## config.mk

```make
export PLATFORM = sky130hd
export DESIGN_NAME = knd_cell
export DESIGN_NICKNAME = d
export VERILOG_FILES = /design/src/rtl/knd_pkg.sv /design/src/rtl/knd_cell.sv
export SDC_FILE = /design/constraint.sdc
export NUM_CORES = 1
export LEC_CHECK = 0
export BUFFER_PORTS_ARGS = -buffer_cell sky130_fd_sc_hd__buf_2
export CAP_MARGIN = 20
export CORE_ASPECT_RATIO = 1.5
export CORE_MARGIN = 5
export CORE_UTILIZATION = 36
export CTS_CLUSTER_SIZE = 40
export DETAILED_ROUTE_END_ITERATION = 10
export GPL_TIMING_DRIVEN = 0
export PLACE_DENSITY = 0.79
export SLEW_MARGIN = 40
export SYNTH_ARGS = -nofsm -noshare
export SYNTH_HDL_FRONTEND = slang
export SYNTH_SLANG_ARGS = --single-unit
```

## constraint.sdc

```tcl
create_clock -name clk -period 0.8 [get_ports clk]
set_clock_uncertainty 0.05 [all_clocks]
set_input_delay 0.08 -clock clk [delete_from_list [all_inputs] [get_ports clk]]
set_output_delay 0.08 -clock clk [all_outputs]
set_load 0.1 [all_outputs]
```

## src/rtl/knd_pkg.sv

```systemverilog
package knd_pkg;

  localparam int TABLE_DEPTH_DEF = 1024;
  localparam int KEY_W = 24;
  localparam int DAY_W = 16;
  localparam int SCORE_W = 8;
  localparam int FUNC_W = 2;

  typedef enum logic [FUNC_W-1:0] {
    FN_APPEND = 2'd0,
    FN_QUERY  = 2'd1,
    FN_CLEAR  = 2'd2
  } func_t;

  typedef enum logic [1:0] {
    ST_IDLE,
    ST_SCAN,
    ST_FINISH
  } state_t;

  typedef struct packed {
    logic [KEY_W-1:0]   key;
    logic [DAY_W-1:0]   day;
    logic [SCORE_W-1:0] score;
  } rec_t;

  // Control from the sequencer to the nearest-date tracker.
  typedef struct packed {
    logic             clr;
    logic             en;
    logic [KEY_W-1:0] key;
    logic [DAY_W-1:0] day;
  } best_ctl_t;

endpackage

```

## src/rtl/knd_cell.sv

```systemverilog
module knd_cell
  import knd_pkg::*;
(
  input  logic clk,
  input  logic shift_en,
  input  rec_t rec_in,
  output rec_t rec_out
);

  rec_t rec_r;

  always_ff @(posedge clk) begin
    if (shift_en) begin
      rec_r <= rec_in;
    end
  end

  assign rec_out = rec_r;

endmodule

```

Word-level counts from Yosys, hierarchy flattened
Index checks and enable logic that the tools add are counted.

storage, ports and cells
  flip-flop bits (word level) = 48
  input bits = 50
  output and inout bits = 48
  word-level logic and storage cells = 3

Longest topological paths before layout
  depth in word-level cells = 0
  mapped depth = 0
  depth with buffers taken out = 0

Worst setup path before layout
No wires, ideal clock.

  kind = reg2out
  start point = register rec_r (netlist bit rec_out[0])
  end point = output rec_out[0] (netlist bit)
  data arrival time = 0.904 ns
  required time = 0.670 ns
  setup slack = -0.234 ns
  cell stages (with the launch flop) = 1
  buffers on the path = 0
  cells stage by stage = edfxtp_1

RTL lines
  element                 line            source
  start, declared         knd_cell.sv:10  rec_t rec_r;
  start signal, assigned  knd_cell.sv:14  rec_r <= rec_in;
  end, declared           knd_cell.sv:7   output rec_t rec_out

No word-level cell between the ends.

Worst setup path after layout
  start point = register rec_r (netlist bit rec_out[39])
  end point = output rec_out[39] (netlist bit)

No word-level cell between the ends.

==> impl_metrics.yaml <==
pwr:
  peakVddDrop_uv: 1943
  p_leak_uw: 0.001195
  p_per_area_nw_per_um2: 2309
timing:
  worst_pin_slew_ns: 0.5708
  max_slew_margin_pct: 61.95
  finalHoldViolCount: 0
  period_share_pct: 128.9
  slew_violations: 0
  min_period_ns: 1.031
  rsz0062_at_grt: "true"
  whs_ns: 0.2643
  clock.fmax_ghz: 0.9699
  final-setup-viol-count: 48
  setup_ws_ns: -0.2310
final_layout:
  layout-drive-gt1-share_pct: 51.24
  finish.utilization_pct: 72.74
  num-multi-input-gates: 0
  final_cells: 246
  fill_cells: 254
  num_antenna_cells: 0
  seqCellArea_um2: 1441
  largest_reg_flops: 48
  fin_nets: 250
  syn2layout_area_growth_pct: 98.00
  multi_input_area_um2: 0
drt:
  vias: 1033
  via_per_inst: 4.199
  first_pass_iters: 2
  drt_wl_total_um: 3953
  ant_nets: 0
  drtIter0Drc: 14
  drc: 0
  wl_per_cell_um: 16.07
clock_tree:
  clock_path_buffers: 2
  path_clk_slew_ns: 0.08
  htree_levels: 2
  clockRootBuffer: "clkbuf_8"
  cts_tree: "done"
  cts_inserted_buffers: 5
  cts.sinks: 48
grt:
  antenna_found_initial: 0
  overflow: 0
  grtUsageTotal_pct: 15.23
  grt_pass1_wl_um: 5671
  grt_pass1_vias: 1148
  grt_max_degree: 49
job:
  maxCapViolations: 0
synth:
  ys_seq_elements: 48
  avgSynthCellArea_um2: 30.03
  synth_fp_nets: 98
  ys_types: 1
  synth.cell_area_um2: 1441
  synthCells: 48
  yosysWarnings: 0
  yosysSeqAreaShare_pct: 100.0
run_status:
  failed_checks: "negative setup slack"
  outcome: "complete, but fails checks"
floorplan:
  core_um2: 3924
  die_h_um: 87.50
  start_util_pct: 36.73
  fp.dieArea_um2: 5395
  ios: 98
  fp-row-count: 28
  fp.dieW_um: 61.67
critical_path:
  worst-path-buf-inv: 1
  critPathKind: "reg2out"
  start_kind: "register"
  critPathSlowestCell: "edfxtp_1"
  path_max_fanout: 1
  critPathCaptureType: "primary output"
  cp_cell_sequence: "buf_6"
  cp_slowest_stage_delay_ns: 0.41
  critPathTopFamily: "flip-flops"
  cp.required_ns: 0.67
  cp.arrival_ns: 0.90
  crit_start: "rec_out[39]"
place:
  dp_cells: 190
  routabilityCongestion: 0.6068
  io_buffer_count: 97
hold_path:
  min_from: "shift_en"
  hold_class: "in2reg"
==> area by class of cell <==
type	instances	share of cell area [%]
Clock buffer	6	2.543
Clock inverter	2	0.3946
Sequential cell	48	50.50
Tap cell	45	1.973
Timing Repair Buffer	145	44.59
==> power by group <==
part           internal [uW]  switching, uW  total (uW)
logic                    597           1610        2200
clock network            605            700        1310
registers               2990           90.0        3080
total                   4190           2400        6590
==> routing by layer <==
layer / vias to the layer above / global-route usage, % / share of wire (%)
met2: 44 / 30.22 / 63
met4: 0 / 4.054 / 0.35
met3: 2 / 4.896 / 7.8
met5: - / 0 / 0
met1: 492 / 13.66 / 29
li1: 495 / - / -
==> cell usage after synthesis (all sizes together) <==
master / count / area share, %
edfxtp: 48 / 100
==> layout by cell type, fill, tap and decap left out <==
| master | instances |
|---|---|
| dlygate4sd3_1 | 48 |
| buf_2 | 48 |
| edfxtp_1 | 48 |
| buf_6 | 47 |
| clkbuf_8 | 5 |
| clkbuf_1 | 1 |
| clkinv_1 | 1 |
| clkinvlp_4 | 1 |
| buf_4 | 1 |
| buf_8 | 1 |
==> final timing paths <==
kind	to	slack, ns	cells after the start
min	rec_out[15]	0.26	1
max	rec_out[39]	-0.23	1
==> cell families (layout without fill, tap and decap cells) <==
kind of cell | Yosys count | after routing | synth area share, %
buf+inv | 0 | 153 | 0
flops | 48 | 48 | 100.0
==> stage by stage <==
stage / setup WS [ns] / power (uW) / area, um^2 / setup TNS (ns)
6_report: -0.2310 / 6591 / 2854 / -9.747
5_1_grt: -0.2714 / 6835 / 2854 / -11.67
4_1_cts: -0.2478 / 6651 / 2850 / -10.47
3_5_place_dp: -0.1928 / 4868 / 1986 / -11.73
3_3_place_gp: -0.4330 / 4841 / 1983 / -22.93
2_1_floorplan: -0.2340 / 4522 / 1441 / -11.23
==> what timing repair did <==
action                                  in CTS  in global routing
setup buffers                                0                  0
endpoints found under the setup margin      48                 48
hold endpoints to repair                    48                  0
resized for setup                           96                  1
hold buffers                                48                  0
Power figures use the tool's default switching activity.
