==> config.mk <==
export PLATFORM = sky130hd
export DESIGN_NAME = knd_best
export DESIGN_NICKNAME = d
export VERILOG_FILES = /design/src/rtl/knd_pkg.sv /design/src/rtl/knd_best.sv
export SDC_FILE = /design/constraint.sdc
export NUM_CORES = 1
export LEC_CHECK = 0
export BUFFER_PORTS_ARGS = -buffer_cell sky130_fd_sc_hd__buf_2
export CAP_MARGIN = 5
export CELL_PAD_IN_SITES_DETAIL_PLACEMENT = 0
export CELL_PAD_IN_SITES_GLOBAL_PLACEMENT = 1
export CORE_ASPECT_RATIO = 0.7
export CORE_MARGIN = 1.5
export CORE_UTILIZATION = 41
export CTS_BUF_LIST = sky130_fd_sc_hd__clkbuf_4 sky130_fd_sc_hd__clkbuf_8 sky130_fd_sc_hd__clkbuf_16
export CTS_CLUSTER_DIAMETER = 60
export DETAILED_ROUTE_END_ITERATION = 12
export GPL_ROUTABILITY_DRIVEN = 0
export PLACE_DENSITY_LB_ADDON = 0.25
export SLEW_MARGIN = 0
export SYNTH_ARGS = -nofsm -noshare
export SYNTH_HDL_FRONTEND = slang
export SYNTH_SLANG_ARGS = --single-unit
==> constraint.sdc <==
create_clock -name clk -period 12.21 [get_ports clk]
set_input_delay 1.8315 -clock clk [delete_from_list [all_inputs] [get_ports clk]]
set_output_delay 1.8315 -clock clk [all_outputs]
set_load 0.01 [all_outputs]
==> src/rtl/knd_pkg.sv <==
package knd_pkg;

  localparam int TABLE_DEPTH_DEF = 1024;
  localparam int KEY_W = 24;
  localparam int DAY_W = 16;
  localparam int SCORE_W = 8;
  localparam int FUNC_W = 2;

  typedef enum logic [FUNC_W-1:0] {
    FN_APPEND = 2'd0,
    FN_QUERY  = 2'd1,
    FN_CLEAR  = 2'd2
  } func_t;

  typedef enum logic [1:0] {
    ST_IDLE,
    ST_SCAN,
    ST_FINISH
  } state_t;

  typedef struct packed {
    logic [KEY_W-1:0]   key;
    logic [DAY_W-1:0]   day;
    logic [SCORE_W-1:0] score;
  } rec_t;

  // Control from the sequencer to the nearest-date tracker.
  typedef struct packed {
    logic             clr;
    logic             en;
    logic [KEY_W-1:0] key;
    logic [DAY_W-1:0] day;
  } best_ctl_t;

endpackage

==> src/rtl/knd_best.sv <==
module knd_best
  import knd_pkg::*;
(
  input  logic               clk,
  input  logic               rst_n,
  input  best_ctl_t          ctl,
  input  rec_t               rec,
  output logic               hit,
  output logic [SCORE_W-1:0] best_score
);

  logic               hit_r;
  logic [DAY_W-1:0]   gap_r;
  logic [SCORE_W-1:0] score_r;
  logic [DAY_W-1:0]   gap_now;
  logic               take;

  always_comb begin
    gap_now = (rec.day >= ctl.day) ? (rec.day - ctl.day) : (ctl.day - rec.day);
    // Records arrive oldest first, so taking equal distances lets the later one win.
    take = ctl.en && (rec.key == ctl.key) && (!hit_r || (gap_now <= gap_r));
  end

  always_ff @(posedge clk) begin
    if (!rst_n) begin
      hit_r <= 1'b0;
    end else if (ctl.clr) begin
      hit_r <= 1'b0;
    end else if (take) begin
      hit_r <= 1'b1;
    end
  end

  always_ff @(posedge clk) begin
    if (take) begin
      gap_r   <= gap_now;
      score_r <= rec.score;
    end
  end

  assign hit        = hit_r;
  assign best_score = score_r;

endmodule
## Word level (Yosys, flattened, before mapping)

Index checks and enable logic that the tools add are counted.
Widths: inputs -> output; s select.

- $add $sub $neg: 2
- Order comparisons: 2
- Equal/unequal tests: 1
- Muxes and demuxes: 1
- Bitwise gates (word level): 1
- Reduce and logical (&&, ||, !) cells: 5

Operators by type and width:

| cell | number |
|---|---|
| $sub 16x16->16 | 2 |
| $eq 24x24->1 | 1 |
| $ge 16x16->1 | 1 |
| $le 16x16->1 | 1 |
| $mux 16 | 1 |
| $logic_and 1x1->1 | 2 |
| $reduce_or 2->1 | 1 |
| $logic_not 1->1 | 1 |
| $logic_or 1x1->1 | 1 |
| $not 1->1 | 1 |

- Register bits after elaboration: 25
- Input port bits: 92
- Output and inout bits: 9
- Logic and storage cells: 15

## Longest topological paths before layout

- Depth in word-level cells: 5
- Mapped depth: 20
- Depth with buffers taken out: 18

## Worst setup path before layout

Ideal clock, no wire load.

- Path kind: in2reg
- Start point: input port rec[8] (netlist name)
- End point: register score_r[0] (netlist: best_score[0]) (enable)
- Library setup time: 0.420 ns
- Arrival time: 6.015 ns
- Required time: 11.790 ns
- Path slack: 5.775 ns
- Cell stages on the path: 20
- Path buffers: 2
- Path through: inv_1 ha_1 inv_1 fa_1 a211oi_2 nor2_1 a31oi_1 o31ai_1 a31o_1 buf_6 buf_12 mux2i_1 xnor2_1 ha_1 a21o_1 a21o_1 a21oi_1 o21ai_0 a21o_1 a31oi_1

- Cells in the longest elaborated chain, start to end: 5
- Elaborated cells between the ends (all ways): 7
- Classes of those cells: add/sub: 2; order compare: 2; mux: 1; reduce/logical: 2

RTL lines:

| item | line | RTL |
|---|---|---|
| start: declaration | knd_best.sv:7 | `input rec_t rec,` |
| $sub 16x16->16 or $ge 16x16->1 (tied branches) | knd_best.sv:19 | `gap_now = (rec.day >= ctl.day) ? (rec.day - ctl.day) : (ctl.day - rec.day);` |
| $mux 16 (*) | knd_best.sv:19 |  |
| net gap_now[5] | knd_best.sv:15 | `logic [DAY_W-1:0] gap_now;` |
| $le 16x16->1 (*) | knd_best.sv:21 | `take = ctl.en && (rec.key == ctl.key) && (!hit_r \|\| (gap_now <= gap_r));` |
| $logic_or 1x1->1 (*) | knd_best.sv:21 |  |
| $logic_and 1x1->1 (*) | knd_best.sv:21 |  |
| net take | knd_best.sv:16 | `logic take;` |
| end signal: assignment | knd_best.sv:37 | `score_r <= rec.score;` |
| end: declaration | knd_best.sv:14 | `logic [SCORE_W-1:0] score_r;` |

The timed path passes the listed nets; every way through them passes the cells marked *.
A chain may end at the register's enable or synchronous reset.

## Worst setup path in the final report

- Start point: input port ctl[2] (netlist name)
- End point: register gap_r[9] (enable)

- Cells in the longest elaborated chain, start to end: 5
- Elaborated cells between the ends (all ways): 7
- Classes of those cells: add/sub: 2; order compare: 2; mux: 1; reduce/logical: 2

RTL lines:

| item | line | RTL |
|---|---|---|
| start: declaration | knd_best.sv:6 | `input best_ctl_t ctl,` |
| $sub 16x16->16 or $ge 16x16->1 (tied branches) | knd_best.sv:19 |  |
| $mux 16 (*) | knd_best.sv:19 |  |
| net gap_now[9] | knd_best.sv:15 |  |
| $le 16x16->1 (*) | knd_best.sv:21 |  |
| $logic_or 1x1->1 (*) | knd_best.sv:21 |  |
| $logic_and 1x1->1 (*) | knd_best.sv:21 |  |
| net take | knd_best.sv:16 |  |
| end signal: assignment | knd_best.sv:36 | `gap_r <= gap_now;` |
| end: declaration | knd_best.sv:13 | `logic [DAY_W-1:0] gap_r;` |

Marks and branches as above.

==> impl_metrics.toml <==
[detailed_routing]
dr.pass1.iters = 4
drc = 0
via_count = 2660
viasPerCell = 4.963
drt_iter0_markers = 135
antenna_left = 0
finalWirelength_um = 6783
post_drt_wl_per_cell_um = 12.65

[clock_network]
clk_pin_slew_ns = 0.08
cts_tree = "yes"
cts_root_buf = "clkbuf_8"
cts-resized-gates = 0
h-tree-depth = 1
numCtsBuffers = 3
cts_hold_buf = 0
clock-sinks = 25
clockBufferDepth = 2
clk_latency_ns = 0.27
cts_setup_buffers = 0

[floorplan]
die_h_um = 74.83
dieArea_um2 = 7902
start_util_pct = 43.51
row_count = 25
ioPinCount = 101
die_w_um = 105.6
core_area_um2 = 6944

[power_and_ir_drop]
p_total_mw = 0.2867
peakVddDrop_v = 0.00004247
leakage_nw = 1.830
p_per_area_nw_per_um2 = 79.17

[worst_setup_path]
worstSetupPathType = "input pin to flip-flop"
critPathRequiredTime_ns = 12.19
endpoint_kind = "flip-flop"
r2r_setup_slack_ns = 9.49
cp_max_fo = 15
r2r_end = "gap_r[9]"
ff2ff_path_depth = 9
reg2reg_from = "gap_r[5]"
crit_start = "ctl[2]"
cp_data_arrival_time_ns = 6.36
start_kind = "input pin"

[sta]
post-route-min-period_ns = 6.382
whs_ns = 0.5015
maxSlewHeadroom_pct = 44.76
finalSetupViolCount = 0
fmax_mhz = 156.7
fin_setup_tns_ns = 0
finClkSkew_ns = 0.007194
finalHoldViolCount = 0
fin_ws_ns = 5.828
grt_setup_unrepaired = "no"
worstMarginPinSlew_ns = 0.8287
drv_slew = 0
fin_crit_sh_pct = 52.27

[layout]
layout-drive-gt1-share_pct = 25.79
area_growth_pct = 19.83
n_antenna_cell = 0
nFillCells = 693
instances_no_fill = 536
fin_area_um2 = 3621
final_nets = 584
final_core_util_pct = 52.14

[place]
pre_cts_slack_ns = 5.511
io_buffers = 100
place_inst = 532
dp_hpwl_um = 5833
dpl_cell_area_um2 = 3572

[yosys]
syn_area_per_cell_um2 = 8.658
synth_common_cells = "54 x inv_1, 47 x ha_1, 26 x a21oi_1, 24 x edfxtp_1, 24 x nor2_1"
ys_ff_latch = 25
synthesis.nets = 490
syn_area_um2 = 3022
ys_types = 45
synth.most_common_cell = "inv_1"
async_reset_ff_share_pct = 0
synth_top_area_cell = "edfxtp_1"
synth-edff-count = 24
synth_top_area_share_pct = 23.85
postSynthCellCount = 349
netlist_top_cells_area = "edfxtp_1 24%, ha_1 19%, inv_1 6.7%"
ys_seq_area_share_pct = 24.51
synth-main-ff-cell = "edfxtp_1"
yosys_warnings = 0

[grt]
grt_start_max_net_pins = 16
grt_pass1_wl_um = 11180
grt_use_total_pct = 17.58
grt_pass1_vias = 2428
overflow = 0
antenna_found_initial = 0

[worst_hold_path]
min_path_type = "flip-flop to flip-flop"
hold-path-endpoint = "hit"
holdPathStages = 2
min_from = "hit"

[outcome]
status = "finished clean"

[run]
maxCapViolCount = 0
==> kinds of logic after synthesis <==
| family | synth area share, % |
|---|---|
| AND/OR/NAND/NOR | 11.55 |
| buffers and inverters | 9.399 |
| multiplexers | 5.052 |
| flip-flops | 24.51 |
| XOR/XNOR | 11.01 |
| AO/OA/AOI/OAI | 17.68 |
| adder cells (fa/ha/maj) | 20.79 |
==> sequential cells by signal, indices dropped and copies added (netlist names) <==
name        flops
hit             1
gap_r          16
best_score      8
==> metal layers <==
layer  GRT usage [%]  vias up  routed length (µm)
met5               0        -                   0
met1           26.66     1181                3565
met2           28.47       85                2808
li1                -     1392                   -
met4          0.4505        0                  10
met3           2.251        2                 398
==> critical path, stage by stage <==
cell,delay [ns]
buf_2,0.09
inv_1,0.04
ha_1,0.44
a211oi_2,0.13
nor2_1,0.19
a31oi_1,0.06
o31ai_1,0.29
a31o_1,0.74
mux2i_1,0.29
xor2_1,0.24
ha_1,0.29
a21o_1,0.18
a21o_1,0.17
a21oi_1,0.13
o21ai_0,0.10
a21o_1,0.17
a31oi_2,0.66
buf_4,0.33
==> power breakdown <==
group          internal (mW)  switching (mW)
clock network         0.0231          0.0268
logic                 0.0640          0.0752
registers             0.0975   0.00000000165
total                  0.185           0.102
==> how the worst max path moves through the flow <==
stage / end / slack, ns
after detailed placement: gap_r[0] / 5.51
final: gap_r[9] / 5.83
after global routing: gap_r[9] / 5.37
after global placement: gap_r[0] / 5.68
after CTS: gap_r[9] / 5.79
after floorplan: best_score[0] / 5.78
==> placed cells by master (no fill, tap or decap), types with 5 or more instances in the layout <==
master	n
ha_1	47
edfxtp_1	24
o21ai_0	19
a21o_1	13
xnor2_1	20
nor2b_1	5
xor2_1	18
mux2i_1	13
nand3_1	5
buf_2	100
nor2_1	24
nand2_1	14
nand4_1	11
inv_1	54
a21oi_1	26
==> area by class of cell <==
cell class	count	area (µm²)	share of cell area, %
repair buffers	101	508.0	14.03
clock buffers	3	41.29	1.140
well taps	94	117.6	3.248
inverters	54	202.7	5.598
clock inverters	1	7.507	0.2073
multi-input cells	258	2003	55.32
flip-flops and latches	25	740.7	20.46
(Power assumes the default switching activity.)
